**config.mk**
```make
export PLATFORM = sky130hd
export DESIGN_NAME = api_frame_receiver_dispatch
export DESIGN_NICKNAME = d
export VERILOG_FILES = /design/src/design/afrd_pkg.sv /design/src/design/afrd_ram.sv /design/src/design/afrd_front.sv /design/src/design/afrd_back.sv /design/src/design/afrd_outq.sv /design/src/design/api_frame_receiver_dispatch.sv
export VERILOG_INCLUDE_DIRS = /design/src /design/src/design
export SDC_FILE = /design/constraint.sdc
export NUM_CORES = 2
export LEC_CHECK = 0
export ABC_AREA = 0
export BUFFER_PORTS_ARGS = -buffer_cell sky130_fd_sc_hd__buf_2
export CAP_MARGIN = 10
export CORE_MARGIN = 2
export CORE_UTILIZATION = 25
export DETAILED_ROUTE_END_ITERATION = 8
export GPL_TIMING_DRIVEN = 0
export PLACE_DENSITY_LB_ADDON = 0.1
export SLEW_MARGIN = 20
export SYNTH_ARGS = -nofsm -noshare
export SYNTH_HDL_FRONTEND = slang
export SYNTH_SLANG_ARGS = --single-unit
```
**constraint.sdc**
```tcl
create_clock -name clk -period 5.5 [get_ports clk]
set_clock_uncertainty 0.2 [all_clocks]
set_input_delay 0.275 -clock clk [delete_from_list [all_inputs] [get_ports clk]]
set_output_delay 0.275 -clock clk [all_outputs]
set_load 0.05 [all_outputs]
```
**src/design/api_frame_receiver_dispatch_defines.svh**
```systemverilog
// Assertion macros used by the frame receiver top level.
`ifndef API_FRAME_RECEIVER_DISPATCH_DEFINES_SVH
`define API_FRAME_RECEIVER_DISPATCH_DEFINES_SVH

`ifndef SYNTHESIS
// Same-cycle implication, held off during reset.
`define AFRD_ASSERT_NOW(lbl, clk, rst_n, ante, cons) \
  lbl: assert property (@(posedge clk) disable iff (!rst_n) (ante) |-> (cons)) \
    else $error("afrd check failed");
// Next-cycle implication, held off during reset.
`define AFRD_ASSERT_NEXT(lbl, clk, rst_n, ante, cons) \
  lbl: assert property (@(posedge clk) disable iff (!rst_n) (ante) |=> (cons)) \
    else $error("afrd check failed");
`else
`define AFRD_ASSERT_NOW(lbl, clk, rst_n, ante, cons)
`define AFRD_ASSERT_NEXT(lbl, clk, rst_n, ante, cons)
`endif

`endif

```
**src/design/afrd_pkg.sv**
```systemverilog
// Shared types and constants of the frame receiver and dispatcher.
package afrd_pkg;

  localparam int STORE_BYTES_DEF = 128;
  localparam int MAX_PARAMS_DEF  = 10;

  localparam logic [7:0] START_DELIM    = 8'h7E;
  localparam logic [7:0] SUM_GOOD       = 8'hFF;
  localparam logic [7:0] NO_ACK_ID      = 8'hFF;
  localparam logic [7:0] FRAME_TYPE_RST = 8'hB0;

  localparam int PAYLOAD_AT = 14;  // first payload byte in the frame store
  localparam int SUM_FROM   = 3;   // checksum covers bytes from here on
  localparam int HDR_BYTES  = 5;   // id, type, tag, count lo, count hi
  localparam int WORD_BYTES = 4;
  localparam int TOK_DEPTH  = 2;   // frames waiting for dispatch

  localparam logic [1:0] KIND_CTRL  = 2'd0;
  localparam logic [1:0] KIND_CAR   = 2'd1;
  localparam logic [1:0] KIND_OTHER = 2'd2;

  typedef struct packed {
    logic        is_header;
    logic [7:0]  msg_id;
    logic [1:0]  packet_kind;
    logic [7:0]  tag_byte;
    logic [15:0] param_count;
    logic        ack_request;
    logic [31:0] param_word;
    logic        last;
  } out_item_t;

  typedef enum logic [2:0] {
    BK_IDLE,
    BK_HDR_RD,
    BK_HDR_OUT,
    BK_WD_RD,
    BK_WD_OUT
  } bk_state_t;

  typedef struct packed {
    logic pending;     // at least one frame queued or being dispatched
    logic queue_full;  // no room for another finished frame
  } bk_status_t;

endpackage

```
**src/design/afrd_ram.sv**
```systemverilog
// Generic single-write, single-read RAM with registered read data.
module afrd_ram #(
  parameter int WIDTH = 8,
  parameter int DEPTH = 64,
  localparam int AW = $clog2(DEPTH)
) (
  input  logic             clk,
  input  logic             we,
  input  logic [AW-1:0]    waddr,
  input  logic [WIDTH-1:0] wdata,
  input  logic             re,
  input  logic [AW-1:0]    raddr,
  output logic [WIDTH-1:0] rdata
);

  logic [WIDTH-1:0] mem [DEPTH];

  always_ff @(posedge clk) begin
    if (we) begin
      mem[waddr] <= wdata;
    end
    if (re) begin
      rdata <= mem[raddr];
    end
  end

endmodule

```
**src/design/afrd_front.sv**
```systemverilog
// Byte parser: delimiter hunt, store writes, length, checksum and type check.
module afrd_front #(
  parameter int STORE_BYTES = 128,
  localparam int ADDR_W = $clog2(STORE_BYTES)
) (
  input  logic                   clk,
  input  logic                   rst_n,
  input  logic                   push,
  output logic                   full,
  input  logic [7:0]             rx_byte,
  input  logic [7:0]             frame_type,
  input  afrd_pkg::bk_status_t   bk_status,
  output logic                   wr_en,
  output logic [ADDR_W-1:0]      wr_addr,
  output logic [7:0]             wr_data,
  output logic                   tok_push
);
  import afrd_pkg::*;

  logic [ADDR_W-1:0] pos_r, pos_nxt;
  logic [15:0]       len_r, len_nxt;
  logic [7:0]        sum_r, sum_nxt;
  logic [7:0]        type_r, type_nxt;
  logic              acc;
  logic [ADDR_W:0]   pos_inc;
  logic [7:0]        sum_base;
  logic [7:0]        type_eff;

  // Bytes that land at or past the payload must wait until the store is free.
  assign full = bk_status.queue_full ||
                (bk_status.pending && (pos_r >= ADDR_W'(PAYLOAD_AT)));
  assign acc  = push && !full;

  assign pos_inc  = {1'b0, pos_r} + 1'b1;
  assign sum_base = (pos_r == '0) ? 8'h00 : sum_r;
  assign type_eff = (pos_r == ADDR_W'(SUM_FROM)) ? rx_byte : type_r;
  assign wr_addr  = pos_r;
  assign wr_data  = rx_byte;

  always_comb begin
    pos_nxt  = pos_r;
    len_nxt  = len_r;
    sum_nxt  = sum_r;
    type_nxt = type_r;
    wr_en    = 1'b0;
    tok_push = 1'b0;
    if (acc && !((pos_r == '0) && (rx_byte != START_DELIM))) begin
      wr_en   = 1'b1;
      sum_nxt = (pos_r >= ADDR_W'(SUM_FROM)) ? sum_base + rx_byte : sum_base;
      if (pos_r == ADDR_W'(1)) begin
        len_nxt[15:8] = rx_byte;
      end
      if (pos_r == ADDR_W'(2)) begin
        len_nxt[7:0] = rx_byte;
      end
      if (pos_r == ADDR_W'(SUM_FROM)) begin
        type_nxt = rx_byte;
      end
      if (pos_inc == (ADDR_W+1)'(STORE_BYTES)) begin
        pos_nxt = '0;  // store overflow: drop the frame
      end else if (17'(pos_inc) == {1'b0, len_r} + 17'd4) begin
        pos_nxt  = '0;
        tok_push = (sum_nxt == SUM_GOOD) && (type_eff == frame_type);
      end else begin
        pos_nxt = pos_inc[ADDR_W-1:0];
      end
    end
  end

  always_ff @(posedge clk) begin
    if (!rst_n) begin
      pos_r  <= '0;
      len_r  <= '0;
      sum_r  <= '0;
      type_r <= '0;
    end else begin
      pos_r  <= pos_nxt;
      len_r  <= len_nxt;
      sum_r  <= sum_nxt;
      type_r <= type_nxt;
    end
  end

endmodule

```
**src/design/afrd_back.sv**
```systemverilog
// Dispatcher: reads payload bytes of a finished frame and builds result items.
module afrd_back #(
  parameter int STORE_BYTES = 128,
  parameter int MAX_PARAMS  = 10,
  localparam int ADDR_W = $clog2(STORE_BYTES)
) (
  input  logic                   clk,
  input  logic                   rst_n,
  input  logic                   tok_push,
  output afrd_pkg::bk_status_t   status,
  output logic                   rd_en,
  output logic [ADDR_W-1:0]      rd_addr,
  input  logic [7:0]             rd_byte,
  input  logic                   oq_full,
  output logic                   oq_push,
  output afrd_pkg::out_item_t    oq_item
);
  import afrd_pkg::*;

  localparam int CNT_W = $clog2(MAX_PARAMS + 1);

  bk_state_t         state_r, state_nxt;
  logic [1:0]        pend_r, pend_nxt;
  logic [ADDR_W-1:0] addr_r, addr_nxt;
  logic [2:0]        iss_r, iss_nxt;
  logic [2:0]        got_r, got_nxt;
  logic              rdp_r, rdp_nxt;
  logic [39:0]       sr_r, sr_nxt;
  logic [CNT_W-1:0]  left_r, left_nxt;
  logic              done;
  logic [2:0]        grp;
  logic [1:0]        kind;
  logic [15:0]       cnt;
  logic [15:0]       nwords16;
  logic [CNT_W-1:0]  nwords;

  assign status.pending    = (pend_r != 2'd0);
  assign status.queue_full = (pend_r == 2'(TOK_DEPTH));
  assign rd_addr           = addr_r;

  // Header fields, valid in BK_HDR_OUT
  always_comb begin
    case (sr_r[15:8])
      8'd0:    kind = KIND_CTRL;
      8'd1:    kind = KIND_CAR;
      default: kind = KIND_OTHER;
    endcase
    cnt      = (kind == KIND_OTHER) ? 16'h0000 : sr_r[39:24];
    nwords16 = (cnt < 16'(MAX_PARAMS)) ? cnt : 16'(MAX_PARAMS);
    nwords   = nwords16[CNT_W-1:0];
  end

  assign grp = (state_r == BK_HDR_RD) ? 3'(HDR_BYTES) : 3'(WORD_BYTES);

  always_comb begin
    state_nxt = state_r;
    addr_nxt  = addr_r;
    iss_nxt   = iss_r;
    got_nxt   = got_r;
    rdp_nxt   = 1'b0;
    sr_nxt    = sr_r;
    left_nxt  = left_r;
    done      = 1'b0;
    rd_en     = 1'b0;
    oq_push   = 1'b0;
    oq_item   = '0;
    case (state_r)
      BK_IDLE: begin
        if (pend_r != 2'd0) begin
          addr_nxt  = ADDR_W'(PAYLOAD_AT);
          iss_nxt   = '0;
          got_nxt   = '0;
          state_nxt = BK_HDR_RD;
        end
      end
      BK_HDR_RD, BK_WD_RD: begin
        if (iss_r < grp) begin
          rd_en    = 1'b1;
          rdp_nxt  = 1'b1;
          addr_nxt = addr_r + 1'b1;
          iss_nxt  = iss_r + 1'b1;
        end
        if (rdp_r) begin
          sr_nxt  = {rd_byte, sr_r[39:8]};
          got_nxt = got_r + 1'b1;
          if (got_r == grp - 1'b1) begin
            iss_nxt   = '0;
            got_nxt   = '0;
            state_nxt = (state_r == BK_HDR_RD) ? BK_HDR_OUT : BK_WD_OUT;
          end
        end
      end
      BK_HDR_OUT: begin
        oq_item.is_header   = 1'b1;
        oq_item.msg_id      = sr_r[7:0];
        oq_item.packet_kind = kind;
        oq_item.tag_byte    = (kind == KIND_OTHER) ? 8'h00 : sr_r[23:16];
        oq_item.param_count = cnt;
        oq_item.ack_request = (sr_r[7:0] != NO_ACK_ID);
        oq_item.last        = (nwords == '0);
        if (!oq_full) begin
          oq_push  = 1'b1;
          left_nxt = nwords;
          if (nwords == '0) begin
            done      = 1'b1;
            state_nxt = BK_IDLE;
          end else begin
            state_nxt = BK_WD_RD;
          end
        end
      end
      BK_WD_OUT: begin
        oq_item.param_word = sr_r[39:8];
        oq_item.last       = (left_r == CNT_W'(1));
        if (!oq_full) begin
          oq_push  = 1'b1;
          left_nxt = left_r - 1'b1;
          if (left_r == CNT_W'(1)) begin
            done      = 1'b1;
            state_nxt = BK_IDLE;
          end else begin
            state_nxt = BK_WD_RD;
          end
        end
      end
      default: begin
        state_nxt = BK_IDLE;
      end
    endcase
    pend_nxt = 2'(pend_r + {1'b0, tok_push} - {1'b0, done});
  end

  always_ff @(posedge clk) begin
    if (!rst_n) begin
      state_r <= BK_IDLE;
      pend_r  <= '0;
      iss_r   <= '0;
      got_r   <= '0;
      rdp_r   <= 1'b0;
      left_r  <= '0;
    end else begin
      state_r <= state_nxt;
      pend_r  <= pend_nxt;
      iss_r   <= iss_nxt;
      got_r   <= got_nxt;
      rdp_r   <= rdp_nxt;
      left_r  <= left_nxt;
    end
  end

  always_ff @(posedge clk) begin
    addr_r <= addr_nxt;
    sr_r   <= sr_nxt;
  end

endmodule

```
**src/design/afrd_outq.sv**
```systemverilog
// Two-entry result queue with push/full and pop/empty sides.
module afrd_outq (
  input  logic                 clk,
  input  logic                 rst_n,
  input  logic                 push,
  input  afrd_pkg::out_item_t  push_item,
  output logic                 full,
  input  logic                 pop,
  output logic                 empty,
  output afrd_pkg::out_item_t  head
);
  import afrd_pkg::*;

  out_item_t  ent_r [2];
  logic       wp_r, rp_r;
  logic [1:0] cnt_r;
  logic       do_push, do_pop;

  assign full    = (cnt_r == 2'd2);
  assign empty   = (cnt_r == 2'd0);
  assign do_push = push && !full;
  assign do_pop  = pop && !empty;
  assign head    = ent_r[rp_r];

  always_ff @(posedge clk) begin
    if (!rst_n) begin
      wp_r  <= 1'b0;
      rp_r  <= 1'b0;
      cnt_r <= '0;
    end else begin
      if (do_push) begin
        wp_r <= ~wp_r;
      end
      if (do_pop) begin
        rp_r <= ~rp_r;
      end
      cnt_r <= 2'(cnt_r + {1'b0, do_push} - {1'b0, do_pop});
    end
  end

  always_ff @(posedge clk) begin
    if (do_push) begin
      ent_r[wp_r] <= push_item;
    end
  end

endmodule

```
**src/design/api_frame_receiver_dispatch.sv**
```systemverilog
// Top level: start-delimited frame receiver with payload dispatch.
//
//  channel  | handshake              | payload
//  ---------+------------------------+---------------------------------------
//  input    | push / full            | in_rx_byte
//  result   | empty / pop            | out_is_header .. out_last (8 fields)
//  config   | cfg_we (write only)    | cfg_wdata -> accepted frame type
//
// A frame that passes its checksum and type check is handed to the
// dispatcher, which reads the payload from the frame store one byte per
// cycle over its single read port for a header plus N parameter words
// (N <= MAX_PARAMS), pausing between items while the result queue is full.
// While a dispatch is pending, the next frame is taken up to the first payload
// byte, then full holds until the store is free again. Reset is synchronous;
// store entries read as zero until written (one valid flop per entry), so no
// clearing pass is needed. A stalled result side stops the dispatcher, then
// the input side; up to two finished frames can wait for it.
`include "api_frame_receiver_dispatch_defines.svh"

module api_frame_receiver_dispatch #(
  parameter int STORE_BYTES = afrd_pkg::STORE_BYTES_DEF,
  parameter int MAX_PARAMS  = afrd_pkg::MAX_PARAMS_DEF
) (
  input  logic        clk,
  input  logic        rst_n,
  // input item channel
  input  logic        push,
  output logic        full,
  input  logic [7:0]  in_rx_byte,
  // result item channel
  output logic        empty,
  input  logic        pop,
  output logic        out_is_header,
  output logic [7:0]  out_msg_id,
  output logic [1:0]  out_packet_kind,
  output logic [7:0]  out_tag_byte,
  output logic [15:0] out_param_count,
  output logic        out_ack_request,
  output logic [31:0] out_param_word,
  output logic        out_last,
  // configuration
  input  logic        cfg_we,
  input  logic [7:0]  cfg_wdata
);
  import afrd_pkg::*;

  localparam int ADDR_W = $clog2(STORE_BYTES);

  logic [7:0]             frame_type_r;
  bk_status_t             bk_status;
  logic                   wr_en;
  logic [ADDR_W-1:0]      wr_addr;
  logic [7:0]             wr_data;
  logic                   tok_push;
  logic                   rd_en;
  logic [ADDR_W-1:0]      rd_addr;
  logic [7:0]             ram_q;
  logic [7:0]             rd_byte;
  logic [STORE_BYTES-1:0] vld_r;
  logic                   rd_vld_r;
  logic                   oq_full;
  logic                   oq_push;
  out_item_t              oq_item;
  out_item_t              head;

  // Accepted frame type register
  always_ff @(posedge clk) begin
    if (!rst_n) begin
      frame_type_r <= FRAME_TYPE_RST;
    end else if (cfg_we) begin
      frame_type_r <= cfg_wdata;
    end
  end

  afrd_front #(.STORE_BYTES(STORE_BYTES)) u_front (
    .clk        (clk),
    .rst_n      (rst_n),
    .push       (push),
    .full       (full),
    .rx_byte    (in_rx_byte),
    .frame_type (frame_type_r),
    .bk_status  (bk_status),
    .wr_en      (wr_en),
    .wr_addr    (wr_addr),
    .wr_data    (wr_data),
    .tok_push   (tok_push)
  );

  // Frame store; entries never written since reset read as zero
  afrd_ram #(.WIDTH(8), .DEPTH(STORE_BYTES)) u_store (
    .clk   (clk),
    .we    (wr_en),
    .waddr (wr_addr),
    .wdata (wr_data),
    .re    (rd_en),
    .raddr (rd_addr),
    .rdata (ram_q)
  );

  always_ff @(posedge clk) begin
    if (!rst_n) begin
      vld_r    <= '0;
      rd_vld_r <= 1'b0;
    end else begin
      if (wr_en) begin
        vld_r[wr_addr] <= 1'b1;
      end
      if (rd_en) begin
        rd_vld_r <= vld_r[rd_addr];
      end
    end
  end

  assign rd_byte = rd_vld_r ? ram_q : 8'h00;

  afrd_back #(.STORE_BYTES(STORE_BYTES), .MAX_PARAMS(MAX_PARAMS)) u_back (
    .clk      (clk),
    .rst_n    (rst_n),
    .tok_push (tok_push),
    .status   (bk_status),
    .rd_en    (rd_en),
    .rd_addr  (rd_addr),
    .rd_byte  (rd_byte),
    .oq_full  (oq_full),
    .oq_push  (oq_push),
    .oq_item  (oq_item)
  );

  afrd_outq u_outq (
    .clk       (clk),
    .rst_n     (rst_n),
    .push      (oq_push),
    .push_item (oq_item),
    .full      (oq_full),
    .pop       (pop),
    .empty     (empty),
    .head      (head)
  );

  assign out_is_header   = head.is_header;
  assign out_msg_id      = head.msg_id;
  assign out_packet_kind = head.packet_kind;
  assign out_tag_byte    = head.tag_byte;
  assign out_param_count = head.param_count;
  assign out_ack_request = head.ack_request;
  assign out_param_word  = head.param_word;
  assign out_last        = head.last;

  // The parser must never overwrite payload that a pending dispatch reads.
  `AFRD_ASSERT_NOW(a_no_payload_clobber, clk, rst_n, wr_en && bk_status.pending, wr_addr < ADDR_W'(PAYLOAD_AT))
  // The dispatcher only reads the payload region.
  `AFRD_ASSERT_NOW(a_read_in_payload, clk, rst_n, rd_en, rd_addr >= ADDR_W'(PAYLOAD_AT))
  // Results are never pushed into a full result queue.
  `AFRD_ASSERT_NOW(a_no_oq_overflow, clk, rst_n, oq_push, !oq_full)
  // A finished frame is always registered as pending dispatch.
  `AFRD_ASSERT_NEXT(a_token_taken, clk, rst_n, tok_push, bk_status.pending)

endmodule

```
Word level (Yosys, flattened, before mapping)
Memories as Yosys holds them, arrays and structs flattened. A register that Yosys moved wholly into a read port is not among the register bits. Index checks and enable logic that the tools add are counted.

Flip-flop bits (word level): 243. Output and inout bits: 71. Memories kept: 2. Input port bits: 21. Memory bits (read-only): 0. Logic and storage cells: 159. Latch bits: 0. Memory bits (writable): 1162.

Shifts and indexed selects: 0. Bitwise operators: 3. Multipliers: 0. Reduce and logical (&&, ||, !) cells: 31. Equality and inequality tests: 25. Add/sub/neg operators: 12. $lt $le $gt $ge: 7. Muxes and demuxes: 59. Divide/modulo/power cells: 0.

Memories: u_store.mem (depth 128, width 8, read ports 1, clocked after Yosys merged registers in 1, write ports 1, line afrd_ram.sv:16) `logic [WIDTH-1:0] mem [DEPTH];`; u_outq.ent_r (depth 2, width 69, read ports 1, clocked after Yosys merged registers in 1, write ports 1, line afrd_outq.sv:14) `out_item_t ent_r [2];`.

Operators by type and width (count): OR 128 bit (1); two-way mux 3 bit (12); two-way mux 36 bit (1); two-way mux 32 bit (1); two-way mux 8 bit (4); two-way mux 7 bit (4); two-way mux 1 bit (21); adder 16 x 3 -> 17 bit (second input constant) (1); equality test 8 x 17 -> 1 bit (1); equality test 8 bit (second input constant) (2); < comparator 16 x 4 -> 1 bit (second input constant) (1); < comparator 7 x 8 -> 1 bit (second input constant) (2); two-way mux 16 bit (1); equality test 7 x 2 -> 1 bit (second input constant) (2); case mux 7 bit (2 select lines) (1); two-way mux 4 bit (3); case mux 3 bit (2 select lines) (2); case mux 3 bit (4 select lines) (1); AND reduction 3 bit (3); adder 7 x 1 -> 8 bit (second input constant) (1); adder 8 bit (1); equality test 8 x 1 -> 1 bit (second input constant) (1); equality test 8 bit (1); logical AND 1 bit (8); 39 further kinds (61).

Depth between registers and ports, before layout
Word-level depth: 11. Gate-level depth with buffers: 21. Mapped depth without buffers: 21.

Hierarchy
From an unflattened synthesis, not the netlist that was laid out.

Cells, all modules: 3118. Area, all modules: 56870.8 µm².

By module, submodules not included: afrd_ram (times used 1, cells an instance 1635, area an instance 39745.6 µm², sequential area each 30989.7 µm²); api_frame_receiver_dispatch (times used 1, cells an instance 604, area an instance 5910.7 µm², sequential area each 2742.6 µm²); afrd_outq (times used 1, cells an instance 242, area an instance 5255.0 µm², sequential area each 4244.1 µm²); afrd_back (times used 1, cells an instance 284, area an instance 3144.3 µm², sequential area each 1731.7 µm²); afrd_front (times used 1, cells an instance 353, area an instance 2815.2 µm², sequential area each 780.7 µm²).

Worst setup path after synthesis
No wires, ideal clock.

Path kind: flip-flop to flip-flop. Start: register u_back.state_r[1]. End: memory u_outq.ent_r[0][0] (netlist bit) (enable). Path buffers: 1. Arrival: 4262 ps. Clock period less this slack: 4961 ps. Library setup time: 498 ps. Data required time: 4802 ps. Stages on the path, launching flop included: 6. Slack: 539 ps. Cell sequence: dfxtp_1 clkbuf_1 nand2_1 nor2_1 o21ai_1 nor2_1.

Word-level cells in the longest chain between the ends: 6. Elaborated cells between the ends (all ways): 7. Those cells by class: eq/ne: 2; mux: 3; reduce/logical: 2.

RTL lines: start: declaration (line afrd_back.sv:22) `bk_state_t state_r, state_nxt;`; start signal: assignment (line afrd_back.sv:142) `state_r <= state_nxt;`; equality test 3 x 2 -> 1 bit or equality test 3 bit (tied branches) (line afrd_back.sv:67) `case (state_r)`; OR reduction 2 bit (no line) (*); two-way mux 1 bit (*); logical AND 1 bit (*) (line afrd_outq.sv:21) `assign do_push = push && !full;`; two-way mux 1 bit (*) (line afrd_outq.sv:42) `if (do_push) begin`; two-way mux 1 bit (implied by the code) (*) (line afrd_outq.sv:43) `ent_r[wp_r] <= push_item;`; end: declaration (line afrd_outq.sv:14).

Every way passes the cells marked *; elsewhere a longest branch is shown, timed or not.

Worst setup path in the final report
Start: register u_front.pos_r[1], in the netlist u_front.wr_addr[1]. End: register u_back.pend_r[1].

Word-level cells in the longest chain between the ends: 11. Elaborated cells between the ends (all ways): 26. Those cells by class: add/sub: 4; order compare: 2; eq/ne: 5; mux: 6; reduce/logical: 9.

RTL lines: start: declaration (line afrd_front.sv:20) `logic [ADDR_W-1:0] pos_r, pos_nxt;`; start signal: assignment (line afrd_front.sv:77) `pos_r <= pos_nxt;`; logical NOT 7 bit (line afrd_front.sv:35, afrd_front.sv:47); two-way mux 8 bit (line afrd_front.sv:35) `assign sum_base = (pos_r == '0) ? 8'h00 : sum_r;`; adder 8 bit (line afrd_front.sv:49) `sum_nxt = (pos_r >= ADDR_W'(SUM_FROM)) ? sum_base + rx_byte : sum_base;`; two-way mux 8 bit (line afrd_front.sv:49); equality test 8 bit (line afrd_front.sv:63) `tok_push = (sum_nxt == SUM_GOOD) && (type_eff == frame_type);`; logical AND 1 bit (line afrd_front.sv:63); two-way mux 1 bit (line afrd_front.sv:61) `end else if (17'(pos_inc) == {1'b0, len_r} + 17'd4) begin`; two-way mux 1 bit (line afrd_front.sv:59) `if (pos_inc == (ADDR_W+1)'(STORE_BYTES)) begin`; two-way mux 1 bit (*) (line afrd_front.sv:47) `if (acc && !((pos_r == '0) && (rx_byte != START_DELIM))) begin`; adder 2 x 1 -> 2 bit (*) (line afrd_back.sv:130) `pend_nxt = 2'(pend_r + {1'b0, tok_push} - {1'b0, done});`; subtractor 2 x 1 -> 2 bit (*) (line afrd_back.sv:130); end signal: assignment (line afrd_back.sv:143) `pend_r <= pend_nxt;`; end: declaration (line afrd_back.sv:23) `logic [1:0] pend_r, pend_nxt;`.

Marks and branches as above. A chain may end at the register's enable or synchronous reset.

==> impl.org <==
** Power
- The design draws 27.22 mW.
- The internal portion of the total power is 19.85 mW.
- For this design the ratio of total power to cell area is 407.9 nW/um2.
- Combinational logic is responsible for 14.7% of the overall power.
- The analysis attributes to cell leakage a power of 21.37 nW.
- Portion of total power attributed to the clock network :: 41.6%
- Switching power share of the total :: 27.07%
- In this run the power spent charging and discharging nets is 7.370 mW.
- Part of the total power dissipated in sequential elements :: 43.7%
- Across the VDD grid, the largest voltage drop is 0.2222 mV.

** Setup path
- Data required time of the worst path :: 5.97 ns
- Among the stages of the critical path, the cell type that occurs most often is ha_1.
- At the worst endpoint, the arrival time is 5.73 ns.
- Critical path class :: flip-flop to flip-flop
- In this design, the stage delay of the slowest critical-path cell is 0.46 ns.
- Startpoint type of the worst setup path :: flip-flop
- Together, buffers and inverters on the worst path number 3.
- Worst Setup End Kind :: flip-flop
- Largest fanout of any net on the critical path :: 11
- Critical-path top delay cell :: a2111oi_4
- Traced cell by cell, the critical path runs through inv_2 > ha_1 > nor3b_2 > nand2_2 > and2_1 > ha_1 > inv_1 > fa_1 > or4bb_1 > o221ai_1 > a21boi_0 > o21ai_0 > nand3_1 > a2111oi_4 > o2111ai_2 > ha_1 > inv_1 > ha_1 > xor2_1 > xnor2_1 > nor2_1.
- On the critical path the largest part of the delay comes from simple AND/OR/NAND/NOR gates.

** STA
- The max-slew violation count was 0.
- F_max :: 0.1903 GHz
- Min Tclk post-route :: 5.255 ns
- Tcrit/Tclk final :: 95.55%
- Worst slew margin relative to its limit :: 19.92%
- The hold violation count in the final report came to 0.
- Setup violations remaining at the end of the flow were counted as 0.
- RSZ-0062 raised after global routing :: no
- Smallest hold slack :: 0.2556 ns
- Tightest Pin Transition :: 1.201 ns

** Synth
- Sequential elements use 72.45% of the synthesized area.
- Post-Syn Nets :: 3002
- Ranked by total cell area, the synthesized netlist is headed by edfxtp_1 65%, mux4_2 15%, dfxtp_1 7.1%.
- Register bit total from synthesis :: 1414
- Number of library cell types mapped by synthesis :: 72
- Summed over its instances, the top area cell type makes up 65.39% of the synthesized netlist area.
- Number of flops mapped to enable cells by yosys :: 1217
- In the synthesized netlist the dominant register cell turns out to be edfxtp_1.
- After synthesis the cells add up to 55890 um2.
- In the synthesized netlist the async set-or-reset flop fraction comes to 0%.
- Dominant cell type by area after synthesis :: edfxtp_1
- The Yosys step of the flow raised 0 warnings.
- Cell count after synthesis :: 2959
- Mean post-synth cell area :: 18.89 um2

** Layout
- From synthesis to final layout, the design area changed by 19.41%.
- Sequential standard cell area :: 40490 um2
- NumNets Final :: 3309
- Of the cells placed in the final design, the portion with a size suffix greater than 1 is 27.68%.
- The layout has 21.78k filler cells.
- The multi-input combinational cells in the finished layout cover a total of 14770 um2.
- Fin area :: 66740 um2

** Clock network
- CTS H-Tree Depth :: 4
- Clk sink count :: 1414
- CTS tree :: done
- Clock Latency Late Sink :: 0.83 ns
- TritonCTS created 167 clock buffers.
- Number of buffers on the longest clock path :: 3
- CTS clk-pin slew, worst paths :: 0.06 ns
- In this run the clock root is driven by a clkbuf_16.

** Placed design
- At the end of routability-driven placement, the weighted congestion stood at 0.8264.
- Post-detailed-placement cell area :: 60670 um2
- In this run the tool buffered the top-level ports with 90 buffer cells.
- Detailed-placement wirelength estimate :: 121.9 mm

** Floorplanning
- Initial core utilization :: 25.14%
- Die area :: 227300 um2
- The core region is 222300 um2.
- From bottom edge to top edge, the die measures 476.8 um.
- The die is 476.8 um wide.
- Count of boundary I/O pins :: 92
- Total number of placement rows :: 173

** Detailed routing
- First-pass DRT Iterations :: 5
- In the routed design, unresolved DRC markers number 0.
- Final ANT Viol Nets :: 0
- Post-detailed-route via-to-cell ratio :: 4.670
- After detailed routing, the average wire length per cell comes to 27.44 um.
- In this run, the number of DRC markers left after iteration 0 of detailed routing was 2467.
- WL final :: 175.3 mm
- Summing over every cut layer, the via total after detailed routing is 29.83k.

** Global routing
- Initial antenna violation count :: 5
- Via count of the first global-routing pass :: 31.04k
- Global route total overflow :: 0
- Wire length of the first global-routing pass :: 245.8 mm
- Total routing resource utilization after global routing :: 15.23%
- Entering global routing, the biggest net connects 87 pins.

** Run status
- Outcome :: complete, no violations

** Run
- Max-cap violations in this run came to 0.

** Hold path
- The path class of the tightest hold or removal check is flip-flop to flip-flop.
-- worst paths after layout --
| check | startpoint | endpoint | slack [ns] | cells after the start |
|---|---|---|---|---|
| hold reg to reg | u_front.sum_r[3]$_SDFFE_PN0P_ | u_front.sum_r[3]$_SDFFE_PN0P_ | 0.26 | 2 |
| setup / recovery | u_front.wr_addr[1]$_SDFFE_PN0P_ | u_back.pend_r[1]$_SDFF_PN0_ | 0.24 | 21 |
| setup reg to reg | u_front.wr_addr[1]$_SDFFE_PN0P_ | u_back.pend_r[1]$_SDFF_PN0_ | 0.24 | 21 |
| hold / removal | u_front.sum_r[3]$_SDFFE_PN0P_ | u_front.sum_r[3]$_SDFFE_PN0P_ | 0.26 | 2 |
-- through the flow --
| step | TNS [ns] | std cells | setup slack, ns | util [%] |
|---|---|---|---|---|
| 6_report | 0 | 6388 | 0.2446 | 30.02 |
| 5_1_grt | 0 | 6387 | 0.004384 | 30.02 |
| 4_1_cts | 0 | 6383 | 0.05508 | 29.98 |
| 3_5_place_dp | -0.7455 | 6040 | -0.4451 | 27.29 |
| 3_3_place_gp | -1182.31 | 6024 | -2.489 | 27.02 |
| 2_1_floorplan | 0 | 2959 | 0.5394 | - |
-- layout by cell type, fill, tap and decap left out, drive strengths merged, types with 11 or more instances in the layout --
master          n
and2           33
o21a          132
bufinv         20
buf           185
nand3          47
xor2           19
a21oi          47
a22oi          13
nand4          12
dfxtp         197
nand2          77
and3           76
mux2i          34
inv            37
xnor2          20
mux2           72
clkbuf        309
ha             21
o21ai          31
edfxtp       1217
mux4          360
nor2          200
dlygate4sd3    30
nor2b          11
clkinv         68
nor3           12
o211ai         12
-- power groups by stage --
stage	clock network [mW]	registers (mW)	logic, mW
final	11.3	11.9	4.00
after global routing	12.0	11.9	4.22
after CTS	11.6	11.9	4.07
after detailed placement	0	12.1	4.03
after global placement	0	12.2	3.94
after floorplan	0	12.1	2.47
-- layer usage --
| layer | share of wire [%] | track usage, % |
|---|---|---|
| met1 | 45 | 20.97 |
| met2 | 48 | 24.86 |
| met3 | 4.4 | 2.559 |
| met4 | 2.3 | 3.968 |
| met5 | 0.0080 | 0 |
-- state kept, by name (all words and copies together), names as in the netlist, 3 cells and up, named ones only --
| signal | count |
|---|---|
| frame_type_r | 8 |
| u_back.state_r | 3 |
| u_front.type_r | 8 |
| u_front.len_r | 16 |
| u_back.sr_r | 40 |
| u_outq.ent_r | 138 |
| u_back.left_r | 4 |
| u_store.mem | 1024 |
| u_front.wr_addr | 7 |
| u_back.rd_addr | 7 |
| u_back.got_r | 3 |
| vld_r | 128 |
| u_store.rdata | 8 |
| u_front.sum_r | 8 |
| u_back.iss_r | 3 |
-- Yosys cell counts, drive strengths merged (3+ instances only) --
library cell,n
mux2,72
xnor2,20
nor3,12
or4,4
o21a,132
nand3b,5
nand3,47
o22ai,3
mux4,360
mux2i,34
xor2,19
and3,76
o2111ai,6
and4,5
buf,77
or2,3
or3,7
a2111oi,4
o31ai,3
and2,33
o21ai,31
nand4b,5
o211ai,12
nor2b,11
nor3b,3
nor2,200
ha,21
a21oi,47
edfxtp,1217
a31oi,7
a22oi,13
a311oi,8
nand2,77
a211o,3
nand4,12
nor4,8
a21o,3
clkbuf,92
inv,32
dfxtp,197
a211oi,5
-- cells by family after synthesis --
family	count (synthesis)	synth area share, %
AND/OR/NAND/NOR	516	4.527
adder cells (fa/ha/maj)	23	0.5239
AO/OA/AOI/OAI	300	3.772
XOR/XNOR	39	0.6112
flip-flops	1414	72.45
multiplexers	466	16.57
buffers and inverters	201	1.549
-- worst register-to-register path, stage by stage (launching register included) --
cell	delay [ns]
dfxtp_2	0.40
inv_2	0.20
ha_1	0.32
nor3b_2	0.26
nand2_2	0.18
and2_1	0.25
ha_1	0.20
inv_1	0.08
fa_1	0.26
or4bb_1	0.44
o221ai_1	0.25
a21boi_0	0.16
o21ai_0	0.17
nand3_1	0.17
a2111oi_4	0.46
o2111ai_2	0.24
ha_1	0.33
inv_1	0.04
ha_1	0.19
xor2_1	0.15
xnor2_1	0.14
nor2_1	0.05
-- layout make-up --
type,count,area share [%]
Antenna cell,3,0.01125
Buffer,169,1.140
Clock buffer,217,6.650
Clock inverter,96,1.800
Inverter,32,0.1856
Multi-Input combinational cell,1344,22.13
Sequential cell,1414,60.68
Tap cell,2975,5.578
Timing Repair Buffer,138,1.822
-- repair_timing --
item | 4_1_cts | 5_1_grt
endpoints found under the hold margin | 656 | 0
setup endpoints to repair | 2 | 2
gates resized for setup | 8 | 3
buffers inserted | 0 | 2
hold buffers | 30 | 0
pin swaps | 1 | 0
Power figures use the tool's default switching activity.
